## src/rtl/dro_pkg.sv

```systemverilog
// Shared types, constants and calendar tables for the date range overlap block.
`timescale 1ns / 1ps

package dro_pkg;

    localparam int MAX_YEAR   = 9999;
    localparam int NUM_STAGES = 5;

    localparam int DAY_W   = 5;
    localparam int MONTH_W = 4;
    localparam int YEAR_W  = 14;
    localparam int COUNT_W = 22;
    localparam int ORD_W   = 23;
    localparam int QUO_W   = 8;
    localparam int MOFF_W  = 9;

    localparam logic [COUNT_W-1:0] COUNT_MAX = '1;

    localparam logic [12:0] DIV100_MUL   = 13'd5243;
    localparam int          DIV100_SHIFT = 19;
    localparam int          PROD_W       = YEAR_W + 13;

    localparam logic [MONTH_W-1:0] MONTH_JAN = 4'd1;
    localparam logic [MONTH_W-1:0] MONTH_FEB = 4'd2;
    localparam logic [MONTH_W-1:0] MONTH_DEC = 4'd12;

    typedef struct packed {
        logic [DAY_W-1:0]   first_start_day;
        logic [MONTH_W-1:0] first_start_month;
        logic [YEAR_W-1:0]  first_start_year;
        logic [DAY_W-1:0]   first_end_day;
        logic [MONTH_W-1:0] first_end_month;
        logic [YEAR_W-1:0]  first_end_year;
        logic [DAY_W-1:0]   second_start_day;
        logic [MONTH_W-1:0] second_start_month;
        logic [YEAR_W-1:0]  second_start_year;
        logic [DAY_W-1:0]   second_end_day;
        logic [MONTH_W-1:0] second_end_month;
        logic [YEAR_W-1:0]  second_end_year;
    } t_in;

    typedef struct packed {
        logic [COUNT_W-1:0] overlap_days;
        logic               date_error;
    } t_out;

    typedef struct packed {
        logic [NUM_STAGES-1:0] load;
    } t_pipe_ctl;

    // Days in a month of a common year; zero for codes that are no month.
    function automatic logic [DAY_W-1:0] month_len(input logic [MONTH_W-1:0] m);
        logic [DAY_W-1:0] len;
        unique case (m)
            4'd1, 4'd3, 4'd5, 4'd7, 4'd8, 4'd10, 4'd12: len = 5'd31;
            4'd4, 4'd6, 4'd9, 4'd11:                    len = 5'd30;
            4'd2:                                       len = 5'd28;
            default:                                    len = 5'd0;
        endcase
        return len;
    endfunction

    // Days of a common year that come before the first of the month.
    function automatic logic [MOFF_W-1:0] month_base(input logic [MONTH_W-1:0] m);
        logic [MOFF_W-1:0] base;
        unique case (m)
            4'd2:    base = 9'd31;
            4'd3:    base = 9'd59;
            4'd4:    base = 9'd90;
            4'd5:    base = 9'd120;
            4'd6:    base = 9'd151;
            4'd7:    base = 9'd181;
            4'd8:    base = 9'd212;
            4'd9:    base = 9'd243;
            4'd10:   base = 9'd273;
            4'd11:   base = 9'd304;
            4'd12:   base = 9'd334;
            default: base = 9'd0;
        endcase
        return base;
    endfunction

endpackage

```

## src/rtl/dro_pipe_ctl.sv

```systemverilog
// Valid bits and per-stage load enables of the five-stage pipeline.
`timescale 1ns / 1ps

module dro_pipe_ctl (
    input  logic                i_clk,
    input  logic                i_rst_n,
    input  logic                i_valid,
    output logic                o_stall,
    output logic                o_valid,
    input  logic                i_stall,
    output dro_pkg::t_pipe_ctl  o_ctl
);

    logic [dro_pkg::NUM_STAGES-1:0] r_v;
    logic [dro_pkg::NUM_STAGES-1:0] n_v;
    logic [dro_pkg::NUM_STAGES-1:0] w_ready;

    always_comb begin
        w_ready[dro_pkg::NUM_STAGES-1] = !r_v[dro_pkg::NUM_STAGES-1] || !i_stall;
        for (int k = dro_pkg::NUM_STAGES - 2; k >= 0; k--) begin
            w_ready[k] = !r_v[k] || w_ready[k+1];
        end
    end

    always_comb begin
        n_v = r_v;
        if (w_ready[0]) begin
            n_v[0] = i_valid;
        end
        for (int k = 1; k < dro_pkg::NUM_STAGES; k++) begin
            if (w_ready[k]) begin
                n_v[k] = r_v[k-1];
            end
        end
    end

    always_ff @(posedge i_clk) begin
        if (!i_rst_n) begin
            r_v <= '0;
        end else begin
            r_v <= n_v;
        end
    end

    assign o_ctl.load = w_ready;
    assign o_stall    = !w_ready[0];
    assign o_valid    = r_v[dro_pkg::NUM_STAGES-1];

endmodule

```

## src/rtl/dro_date_ord.sv

```systemverilog
// Three-stage conversion of one calendar date to a day ordinal with a validity flag.
`timescale 1ns / 1ps

module dro_date_ord (
    input  logic                         i_clk,
    input  dro_pkg::t_pipe_ctl           i_ctl,
    input  logic [dro_pkg::DAY_W-1:0]    i_day,
    input  logic [dro_pkg::MONTH_W-1:0]  i_month,
    input  logic [dro_pkg::YEAR_W-1:0]   i_year,
    output logic [dro_pkg::ORD_W-1:0]    o_ord,
    output logic                         o_date_ok
);

    // stage 1: year minus one and quotients by one hundred
    logic [dro_pkg::PROD_W-1:0]  w_prod_y;
    logic [dro_pkg::PROD_W-1:0]  w_prod_p;
    logic [dro_pkg::YEAR_W-1:0]  n1_p;

    logic [dro_pkg::DAY_W-1:0]   r1_day;
    logic [dro_pkg::MONTH_W-1:0] r1_month;
    logic [dro_pkg::YEAR_W-1:0]  r1_year;
    logic [dro_pkg::YEAR_W-1:0]  r1_p;
    logic [dro_pkg::QUO_W-1:0]   r1_qy;
    logic [dro_pkg::QUO_W-1:0]   r1_qp;
    logic                        r1_year_ok;

    assign n1_p     = i_year - dro_pkg::YEAR_W'(1);
    assign w_prod_y = dro_pkg::PROD_W'(i_year) * dro_pkg::PROD_W'(dro_pkg::DIV100_MUL);
    assign w_prod_p = dro_pkg::PROD_W'(n1_p) * dro_pkg::PROD_W'(dro_pkg::DIV100_MUL);

    always_ff @(posedge i_clk) begin
        if (i_ctl.load[0]) begin
            r1_day     <= i_day;
            r1_month   <= i_month;
            r1_year    <= i_year;
            r1_p       <= n1_p;
            r1_qy      <= w_prod_y[dro_pkg::DIV100_SHIFT +: dro_pkg::QUO_W];
            r1_qp      <= w_prod_p[dro_pkg::DIV100_SHIFT +: dro_pkg::QUO_W];
            r1_year_ok <= (i_year != '0) && (32'(i_year) <= 32'(dro_pkg::MAX_YEAR));
        end
    end

    // stage 2: leap rule, range checks, ordinal of the year start, month offset
    logic [dro_pkg::YEAR_W-1:0]  w_rem_y;
    logic                        w_leap;
    logic [dro_pkg::DAY_W-1:0]   w_dim;
    logic                        w_month_ok;
    logic [dro_pkg::ORD_W-1:0]   n2_base;
    logic [dro_pkg::MOFF_W-1:0]  n2_moff;

    logic [dro_pkg::ORD_W-1:0]   r2_base;
    logic [dro_pkg::MOFF_W-1:0]  r2_moff;
    logic [dro_pkg::DAY_W-1:0]   r2_day;
    logic                        r2_ok;

    assign w_rem_y    = r1_year - dro_pkg::YEAR_W'(r1_qy) * dro_pkg::YEAR_W'(100);
    assign w_leap     = (r1_year[1:0] == 2'b00) && ((w_rem_y != '0) || (r1_qy[1:0] == 2'b00));
    assign w_month_ok = (r1_month >= dro_pkg::MONTH_JAN) && (r1_month <= dro_pkg::MONTH_DEC);

    always_comb begin
        w_dim = dro_pkg::month_len(r1_month);
        if (r1_month == dro_pkg::MONTH_FEB && w_leap) begin
            w_dim = 5'd29;
        end
    end

    assign n2_base = dro_pkg::ORD_W'(r1_p) * dro_pkg::ORD_W'(365)
                   + dro_pkg::ORD_W'(r1_p >> 2)
                   - dro_pkg::ORD_W'(r1_qp)
                   + dro_pkg::ORD_W'(r1_qp >> 2);
    assign n2_moff = dro_pkg::month_base(r1_month)
                   + dro_pkg::MOFF_W'(w_leap && (r1_month > dro_pkg::MONTH_FEB));

    always_ff @(posedge i_clk) begin
        if (i_ctl.load[1]) begin
            r2_base <= n2_base;
            r2_moff <= n2_moff;
            r2_day  <= r1_day;
            r2_ok   <= r1_year_ok && w_month_ok && (r1_day != '0) && (r1_day <= w_dim);
        end
    end

    // stage 3: final ordinal
    logic [dro_pkg::ORD_W-1:0] r3_ord;
    logic                      r3_ok;

    always_ff @(posedge i_clk) begin
        if (i_ctl.load[2]) begin
            r3_ord <= r2_base + dro_pkg::ORD_W'(r2_moff) + dro_pkg::ORD_W'(r2_day);
            r3_ok  <= r2_ok;
        end
    end

    assign o_ord     = r3_ord;
    assign o_date_ok = r3_ok;

endmodule

```

## src/rtl/dro_overlap.sv

```systemverilog
// Two-stage intersection of two ordinal ranges into a saturated day count.
`timescale 1ns / 1ps

module dro_overlap (
    input  logic                      i_clk,
    input  dro_pkg::t_pipe_ctl        i_ctl,
    input  logic [dro_pkg::ORD_W-1:0] i_ord_s1,
    input  logic [dro_pkg::ORD_W-1:0] i_ord_e1,
    input  logic [dro_pkg::ORD_W-1:0] i_ord_s2,
    input  logic [dro_pkg::ORD_W-1:0] i_ord_e2,
    input  logic [3:0]                i_date_ok,
    output dro_pkg::t_out             o_data
);

    logic [dro_pkg::ORD_W-1:0] r4_lo;
    logic [dro_pkg::ORD_W-1:0] r4_hi;
    logic                      r4_bad;

    always_ff @(posedge i_clk) begin
        if (i_ctl.load[3]) begin
            r4_lo  <= (i_ord_s1 > i_ord_s2) ? i_ord_s1 : i_ord_s2;
            r4_hi  <= (i_ord_e1 < i_ord_e2) ? i_ord_e1 : i_ord_e2;
            r4_bad <= (i_date_ok != 4'hF);
        end
    end

    logic [dro_pkg::ORD_W:0] w_span;
    dro_pkg::t_out           n5_out;
    dro_pkg::t_out           r5_out;

    assign w_span = {1'b0, r4_hi} - {1'b0, r4_lo} + (dro_pkg::ORD_W + 1)'(1);

    always_comb begin
        n5_out.date_error   = r4_bad;
        n5_out.overlap_days = '0;
        if (!r4_bad && (r4_hi >= r4_lo)) begin
            if (w_span > (dro_pkg::ORD_W + 1)'(dro_pkg::COUNT_MAX)) begin
                n5_out.overlap_days = dro_pkg::COUNT_MAX;
            end else begin
                n5_out.overlap_days = w_span[dro_pkg::COUNT_W-1:0];
            end
        end
    end

    always_ff @(posedge i_clk) begin
        if (i_ctl.load[4]) begin
            r5_out <= n5_out;
        end
    end

    assign o_data = r5_out;

endmodule

```

## src/rtl/date_range_overlap_days.sv

```systemverilog
// An accepted input beat passes through the registers of stages one to five, in order, to its result beat.
// Throughput: one beat per cycle while o_stall is low; the five stages each hold one beat.
// A result waits in the last stage while stalled; earlier stages keep filling.
// Input stall rises only when all five stages are full and the output is stalled.
// Reset (synchronous, active low) clears all valid bits; no beat in flight survives it.
`timescale 1ns / 1ps

module date_range_overlap_days (
    input  logic          i_clk,
    input  logic          i_rst_n,
    input  logic          i_valid,
    output logic          o_stall,
    input  dro_pkg::t_in  i_data,
    output logic          o_valid,
    input  logic          i_stall,
    output dro_pkg::t_out o_data
);

    dro_pkg::t_pipe_ctl        w_ctl;
    logic [dro_pkg::ORD_W-1:0] w_ord_s1;
    logic [dro_pkg::ORD_W-1:0] w_ord_e1;
    logic [dro_pkg::ORD_W-1:0] w_ord_s2;
    logic [dro_pkg::ORD_W-1:0] w_ord_e2;
    logic [3:0]                w_date_ok;

    dro_pipe_ctl u_ctl (
        .i_clk   (i_clk),
        .i_rst_n (i_rst_n),
        .i_valid (i_valid),
        .o_stall (o_stall),
        .o_valid (o_valid),
        .i_stall (i_stall),
        .o_ctl   (w_ctl)
    );

    dro_date_ord u_ord_s1 (
        .i_clk     (i_clk),
        .i_ctl     (w_ctl),
        .i_day     (i_data.first_start_day),
        .i_month   (i_data.first_start_month),
        .i_year    (i_data.first_start_year),
        .o_ord     (w_ord_s1),
        .o_date_ok (w_date_ok[0])
    );

    dro_date_ord u_ord_e1 (
        .i_clk     (i_clk),
        .i_ctl     (w_ctl),
        .i_day     (i_data.first_end_day),
        .i_month   (i_data.first_end_month),
        .i_year    (i_data.first_end_year),
        .o_ord     (w_ord_e1),
        .o_date_ok (w_date_ok[1])
    );

    dro_date_ord u_ord_s2 (
        .i_clk     (i_clk),
        .i_ctl     (w_ctl),
        .i_day     (i_data.second_start_day),
        .i_month   (i_data.second_start_month),
        .i_year    (i_data.second_start_year),
        .o_ord     (w_ord_s2),
        .o_date_ok (w_date_ok[2])
    );

    dro_date_ord u_ord_e2 (
        .i_clk     (i_clk),
        .i_ctl     (w_ctl),
        .i_day     (i_data.second_end_day),
        .i_month   (i_data.second_end_month),
        .i_year    (i_data.second_end_year),
        .o_ord     (w_ord_e2),
        .o_date_ok (w_date_ok[3])
    );

    dro_overlap u_overlap (
        .i_clk     (i_clk),
        .i_ctl     (w_ctl),
        .i_ord_s1  (w_ord_s1),
        .i_ord_e1  (w_ord_e1),
        .i_ord_s2  (w_ord_s2),
        .i_ord_e2  (w_ord_e2),
        .i_date_ok (w_date_ok),
        .o_data    (o_data)
    );

endmodule

```

## config.mk

```make
export PLATFORM = sky130hd
export DESIGN_NAME = date_range_overlap_days
export DESIGN_NICKNAME = d
export VERILOG_FILES = /design/src/rtl/dro_pkg.sv /design/src/rtl/dro_pipe_ctl.sv /design/src/rtl/dro_date_ord.sv /design/src/rtl/dro_overlap.sv /design/src/rtl/date_range_overlap_days.sv
export SDC_FILE = /design/constraint.sdc
export NUM_CORES = 2
export LEC_CHECK = 0
export BUFFER_PORTS_ARGS = -buffer_cell sky130_fd_sc_hd__buf_2
export CORE_UTILIZATION = 39
export CTS_CLUSTER_DIAMETER = 80
export DETAILED_ROUTE_END_ITERATION = 12
export GPL_TIMING_DRIVEN = 0
export SLEW_MARGIN = 0
export SYNTH_ARGS = -nofsm -noshare
export SYNTH_HDL_FRONTEND = slang
export SYNTH_SLANG_ARGS = --single-unit
export TNS_END_PERCENT = 1
```

## constraint.sdc

```tcl
create_clock -name i_clk -period 14.62 [get_ports i_clk]
set_input_delay 1.462 -clock i_clk [delete_from_list [all_inputs] [get_ports i_clk]]
set_output_delay 1.462 -clock i_clk [all_outputs]
set_load 0.02 [all_outputs]
```

# == Word level (Yosys, flattened, before mapping) ==
# Memory sizes are Yosys's and may differ from the RTL's. A register that Yosys moved wholly into a read port is not among the register bits.
# Cells that the tools add are included.
# op_classes
n_addsub,34
n_mul,16
magnitude_cmp,24
eq_ne,5
n_mux,15
reduce_logical,70
# op_table
operator,n
14-bit by 13-bit multiplier with 27-bit output (second input constant),8
14-bit nonzero test,8
23-bit by 12-bit adder with 23-bit output,4
23-bit by 5-bit adder with 23-bit output,4
23-bit by 6-bit adder with 23-bit output,4
23-bit by 9-bit adder with 23-bit output,4
14-bit by 9-bit multiplier with 23-bit output (second input constant),4
23-bit by 8-bit subtractor with 23-bit output,4
14-bit <= comparator (second input constant),4
14-bit by 1-bit subtractor with 14-bit output (second input constant),4
14-bit subtractor,4
8-bit by 5-bit multiplier with 12-bit output (second input constant),4
23-bit 2-to-1 mux,2
9-bit by 1-bit adder with 9-bit output,4
1-bit logical AND,33
4-bit 2-to-1 mux,8
24-bit by 1-bit adder with 24-bit output (second input constant),1
24-bit by 22-bit > comparator with 1-bit output (second input constant),1
23-bit by 23-bit subtractor with 24-bit output,1
23-bit >= comparator,1
23-bit > comparator,1
23-bit less-than comparator,1
22-bit 2-to-1 mux,1
5-bit <= comparator,4
other kinds (10),50
# word_totals
register_bits,539
rom_bits,896
input_bits,96
output_inout_bits,25
word_cells,234
mem_count,8
# mem_list
name,depth,width,read_ports,rd_ports_with_merged_regs,write_ports,line_no,rtl
(name not given),16,9,1,1,0,dro_pkg.sv:66,unique case (m)
(name not given),16,9,1,1,0,dro_pkg.sv:66,
(name not given),16,9,1,1,0,dro_pkg.sv:66,
(name not given),16,9,1,1,0,dro_pkg.sv:66,
(name not given),16,5,1,1,0,dro_pkg.sv:54,unique case (m)
(name not given),16,5,1,1,0,dro_pkg.sv:54,
+2 memories,--,--,--,--,--,--,

# == Logic depth before layout (Yosys ltp) ==
# depth
ltp_word,9
ltp_mapped,29

# == Modules after synthesis ==
# From an unflattened synthesis, not the netlist that was laid out.
# hier_totals
cells_unflattened,6914
hier_area_um2,74639.1
# modules_own_cells
module,instances,cells_each,area_each_um2,seq_area_each_um2
dro_date_ord at u_ord_e2,1,1611,17325.4,3723.6
dro_date_ord at u_ord_e1,1,1596,17186.5,3723.6
dro_date_ord at u_ord_s2,1,1571,16963.8,3723.6
dro_date_ord at u_ord_s1,1,1545,16962.5,3723.6
dro_overlap,1,568,5995.8,2102.0
dro_pipe_ctl,1,23,205.2,100.1

# == Worst setup path after synthesis ==
# No wires, ideal clock.
# synth_path
path_type,input port to flip-flop
start,input i_data[25] (netlist bit)
end,register u_ord_s2.r1_qp[7] (netlist bit) (data pin)
setup_ps,260
arrival_time_ps,7538
path_slack_ps,6822
cell_stages,23
path_cell_list,inv_1 ha_1 a21boi_0 o21ai_0 a21boi_0 nand3_1 xnor2_1 ha_1 fa_1 inv_1 fa_1 inv_1 fa_1 fa_1 ha_1 a21o_1 a2111oi_0 o21ai_0 o211ai_1 o31ai_1 a211o_1 a21oi_1 xnor2_1
# synth_between
elab_chain_cells,2
# synth_lines
item,line_no,rtl
"start, declared",date_range_overlap_days.sv:13,"input dro_pkg::t_in i_data,"
14-bit by 1-bit subtractor with 14-bit output,dro_date_ord.sv:27,assign n1_p = i_year - dro_pkg::YEAR_W'(1);
"named net u_ord_s2.n1_p, one bit",dro_date_ord.sv:17,logic [dro_pkg::YEAR_W-1:0] n1_p;
14-bit by 13-bit multiplier with 27-bit output,dro_date_ord.sv:29,assign w_prod_p = dro_pkg::PROD_W'(n1_p) * dro_pkg::PROD_W'(dro_pkg::DIV100_MUL);
"named net u_ord_s2.w_prod_p, one bit",dro_date_ord.sv:16,logic [dro_pkg::PROD_W-1:0] w_prod_p;
"end signal, assigned",dro_date_ord.sv:38,r1_qp <= w_prod_p[dro_pkg::DIV100_SHIFT +: dro_pkg::QUO_W];
"end, declared",dro_date_ord.sv:24,logic [dro_pkg::QUO_W-1:0] r1_qp;
# The timed path passes the listed nets, and every way through them passes these cells.
# A chain may end at the register's enable or synchronous reset.

# == Final worst setup path ==
# layout_path
start,input i_data[2] (netlist bit)
end,register u_ord_e2.r1_qp[7] (netlist bit) (data pin)
# layout_between
elab_chain_cells,2
# layout_lines
item,line_no
14-bit by 1-bit subtractor with 14-bit output,dro_date_ord.sv:27
"named net u_ord_e2.n1_p, one bit",dro_date_ord.sv:17
14-bit by 13-bit multiplier with 27-bit output,dro_date_ord.sv:29
"named net u_ord_e2.w_prod_p, one bit",dro_date_ord.sv:16
"end signal, assigned",dro_date_ord.sv:38
"end, declared",dro_date_ord.sv:24
# The timed path passes the listed nets, and every way through them passes these cells.

==> key figures <==
Status
  • Outcome: finished, final reports clean

Drt
  • Routed wl met2: 69200 µm
  • WL final: ~150000 µm
  • Wire length on met1: between 70000 and 80000 µm
  • Average wire per cell in the routed design: approximately 15 µm
  • Antenna-violating nets left: 0
  • Residual DRC: 0
  • DR pass1 iterations: 5
  • DR vias: about 45000
  • DR vias/cell: approximately 4.8
  • DR WL met3: between 4000 and 5000 µm
  • Starting DRT DRC Count: between 1500 and 2000
  • DR top layer: met5

Layout
  • Area delta synth->final: 8.56%
  • Filler cells: 17700
  • Layout net count: 9485
  • Post-Route Utilization: 0.428
  • Final Non-Filler Cells: approximately 9500
  • Layout cells sized above 1: 0.0475

Clock network
  • H-tree lvl count: 3
  • Clock root cell: clkbuf_16
  • CTS tree: yes
  • Post CTS Setup Buffer Count: 0
  • Worst-skew pair later-pin latency: about 700 ps
  • Clock Sinks: 587
  • Clk slew on worst S/H paths: ~60 ps
  • CTS Buf Count: between 70 and 80
  • Hold_buf cts: 0
  • Post-cts gate resize count: 0
  • Clk buf depth: 3

Worst setup path
  • CP max FO: 8
  • Worst EP required: approximately 15000 ps
  • Kind of cell adding the most delay to the critical path: adder cells
  • CP max stage cell: xnor2_1
  • Crit. Startpoint: i_data[2]
  • CP Capture Type: flip-flop
  • Critical path startpoint category: primary input
  • CP most frequent cell: fa_1
  • R2R setup slack: 8390 ps
  • Crit path buf inv count: 4
  • Worst path max stage delay: 870 ps
  • Stages on worst setup path: 26
  • Worst r2r path cells: 24
  • CP Capture Point: u_ord_e2.r1_qp[7]$_DFFE_PN_
  • Arrival time worst endpoint: between 8000 and 9000 ps
  • Setup CP Type: in2reg
  • Worst reg2reg path endpoint: u_ord_s1.r2_ok$_DFFE_PP_
  • RR Startpoint: u_ord_s1.r1_qy[2]$_DFFE_PN_

STA
  • Fin. max-slew vios: 0
  • WHS: ~450 ps
  • Final setup fails: 0
  • Setup_tns: 0 ps
  • Max Fclk: between 100 and 150 MHz
  • Final hold violation count: 0
  • Min Tclk post-route: 8350 ps
  • Final worst path period share: 0.571
  • Worst Tran Pin Value: 1260 ps
  • RSZ-0062 raised after global routing: no
  • Setup Skew: 66.5 ps
  • Relative slew slack: 0.154

Yosys
  • EDFF count, synth: 534
  • Synth top area cells: ha_1 26%, fa_1 24%, edfxtp_1 22%
  • Top-area cell type share of the netlist area: 0.264
  • Async set-reset flop share out of synthesis: 0
  • Net Count, Synth: 9284
  • Synth Warn #: 0
  • Gate count of the mapped netlist: between 6000 and 7000
  • Avg Cell Area, Syn: around 11 µm²
  • Count of cell types in the netlist: slightly above 80
  • Top FF cell, synth: edfxtp_1
  • Post-synthesis sequential area ratio: 0.233
  • Yosys reg bits: 587
  • Area leader, netlist: ha_1
  • Mapped Area: about 73000 µm²

Die
  • Die footprint: roughly 190000 µm²
  • I/O Pins: between 100 and 150
  • Die Y-Extent: between 400 and 500 µm
  • Die Width: between 400 and 500 µm
  • Initial Util: 0.394
  • Core area: 186000 µm²
  • Standard-cell row count: 158

Placed design
  • Gp weighted congestion: 0.864
  • Cell count after placement: ~9400
  • Dpl hpwl: approximately 130000 µm
  • Buffers added on ports: 120

Flow run
  • Max Cap Viol: 0

Worst hold path
  • Worst Hold Class: reg2reg

Global routing
  • GRT Overall Usage: 0.160
  • Initial antenna violation count: 13
  • Gr ovfl total: 0
  • Largest net degree at the start of global routing: 96
  • Number of global-route vias before repair: 48200
  • First-pass GRT wire length: about 250000 µm
==> registers in the layout (all words and copies together) (netlist names), 23 cells and up, named ones only <==
signal,cells
u_ord_e2.r2_base,23
u_ord_e2.o_ord,23
u_overlap.o_data,23
u_ord_e1.r2_base,23
u_ord_s2.r2_base,23
u_ord_s1.o_ord,23
u_ord_e1.o_ord,23
u_ord_s1.r2_base,23
u_overlap.r4_lo,23
u_ord_s2.o_ord,23
u_overlap.r4_hi,23
==> worst min path at each step <==
stage / from / to / depth (start not counted)
4_1_cts: u_ord_s2.r2_ok$_DFFE_PP_ / u_ord_s2.o_date_ok$_DFFE_PP_ / 0
3_3_place_gp: u_ord_s2.r2_ok$_DFFE_PP_ / u_ord_s2.o_date_ok$_DFFE_PP_ / 0
3_5_place_dp: u_ord_s2.r2_ok$_DFFE_PP_ / u_ord_s2.o_date_ok$_DFFE_PP_ / 0
5_1_grt: u_ord_s2.r2_ok$_DFFE_PP_ / u_ord_s2.o_date_ok$_DFFE_PP_ / 0
2_1_floorplan: u_ord_e1.r2_ok$_DFFE_PP_ / u_ord_e1.o_date_ok$_DFFE_PP_ / 0
6_report: u_ord_s2.r2_ok$_DFFE_PP_ / u_ord_s2.o_date_ok$_DFFE_PP_ / 0
==> Yosys cell counts (all sizes together) (18+ instances only) <==
master,instances
o21a,52
ha,1547
o211ai,25
nand2,200
nor2,193
xnor2,265
o21bai,25
and3,42
a211oi,20
a21boi,22
a31oi,31
a21o,80
xor2,101
nor2b,52
mux2,53
nand3,87
fa,863
nand2b,41
nand4,44
mux2i,22
dfxtp,53
edfxtp,534
or3,18
o21ai,165
nor3,62
a21oi,228
inv,1744
==> cell families after synthesis <==
group | share of synthesized area
DFF | 0.233
AOI/OAI and AO/OA | 0.0683
xor gates and xnor gates | 0.0443
muxes | 0.0111
buffers and inverters | 0.0905
and+or+nand+nor | 0.0540
adders and majority gates | 0.499
==> stage by stage <==
step                      instance area, µm²  worst slack, ps
after CTS                              79700             6190
final                                  79700             6270
after floorplan                        73400             6820
after global placement                 77100             4660
after detailed placement               77300             5410
after global routing                   79700             5740
==> layer usage <==
layer | vias to the layer above | GRT usage
met3 | 148 | 0.0185
met1 | 22100 | 0.221
met2 | 494 | 0.267
met4 | 4 | 0.0357
met5 | - | 0
li1 | 22500 | -
==> cells in the final DEF (no fill, tap or decap), types with 22 or more instances in the layout <==
master / instances
nor2_1: 193
nand3_1: 87
o211ai_1: 24
ha_1: 1547
mux2_2: 53
o21a_1: 52
clkbuf_1: 28
nor3_1: 62
nand4_1: 44
inv_1: 1742
clkbuf_16: 72
nand2b_1: 41
o21bai_1: 25
mux2i_1: 22
a21o_1: 80
and3_1: 42
a31oi_1: 29
xnor2_1: 265
nand2_1: 199
buf_2: 124
a21oi_1: 217
o21ai_0: 163
edfxtp_1: 534
nor2b_1: 52
fa_1: 863
dfxtp_1: 53
a21boi_0: 22
xor2_1: 101
==> final cells by class <==
type | instances | area (µm²) | area share
timing repair buffer | 127 | 763 | 0.00957
tap | 2480 | 3100 | 0.0389
buffer | 20 | 105 | 0.00132
inverter | 1745 | 6550 | 0.0822
clock inverter | 45 | 509 | 0.00639
multi-input combinational | 4426 | 49700 | 0.623
antenna | 4 | 10.0 | 0.000126
sequential | 587 | 17100 | 0.214
clock buffer | 88 | 1880 | 0.0236
Power is left out: the tool's default activity adds up to more than one toggle a clock period on the data nets, which glitch-free logic cannot reach.
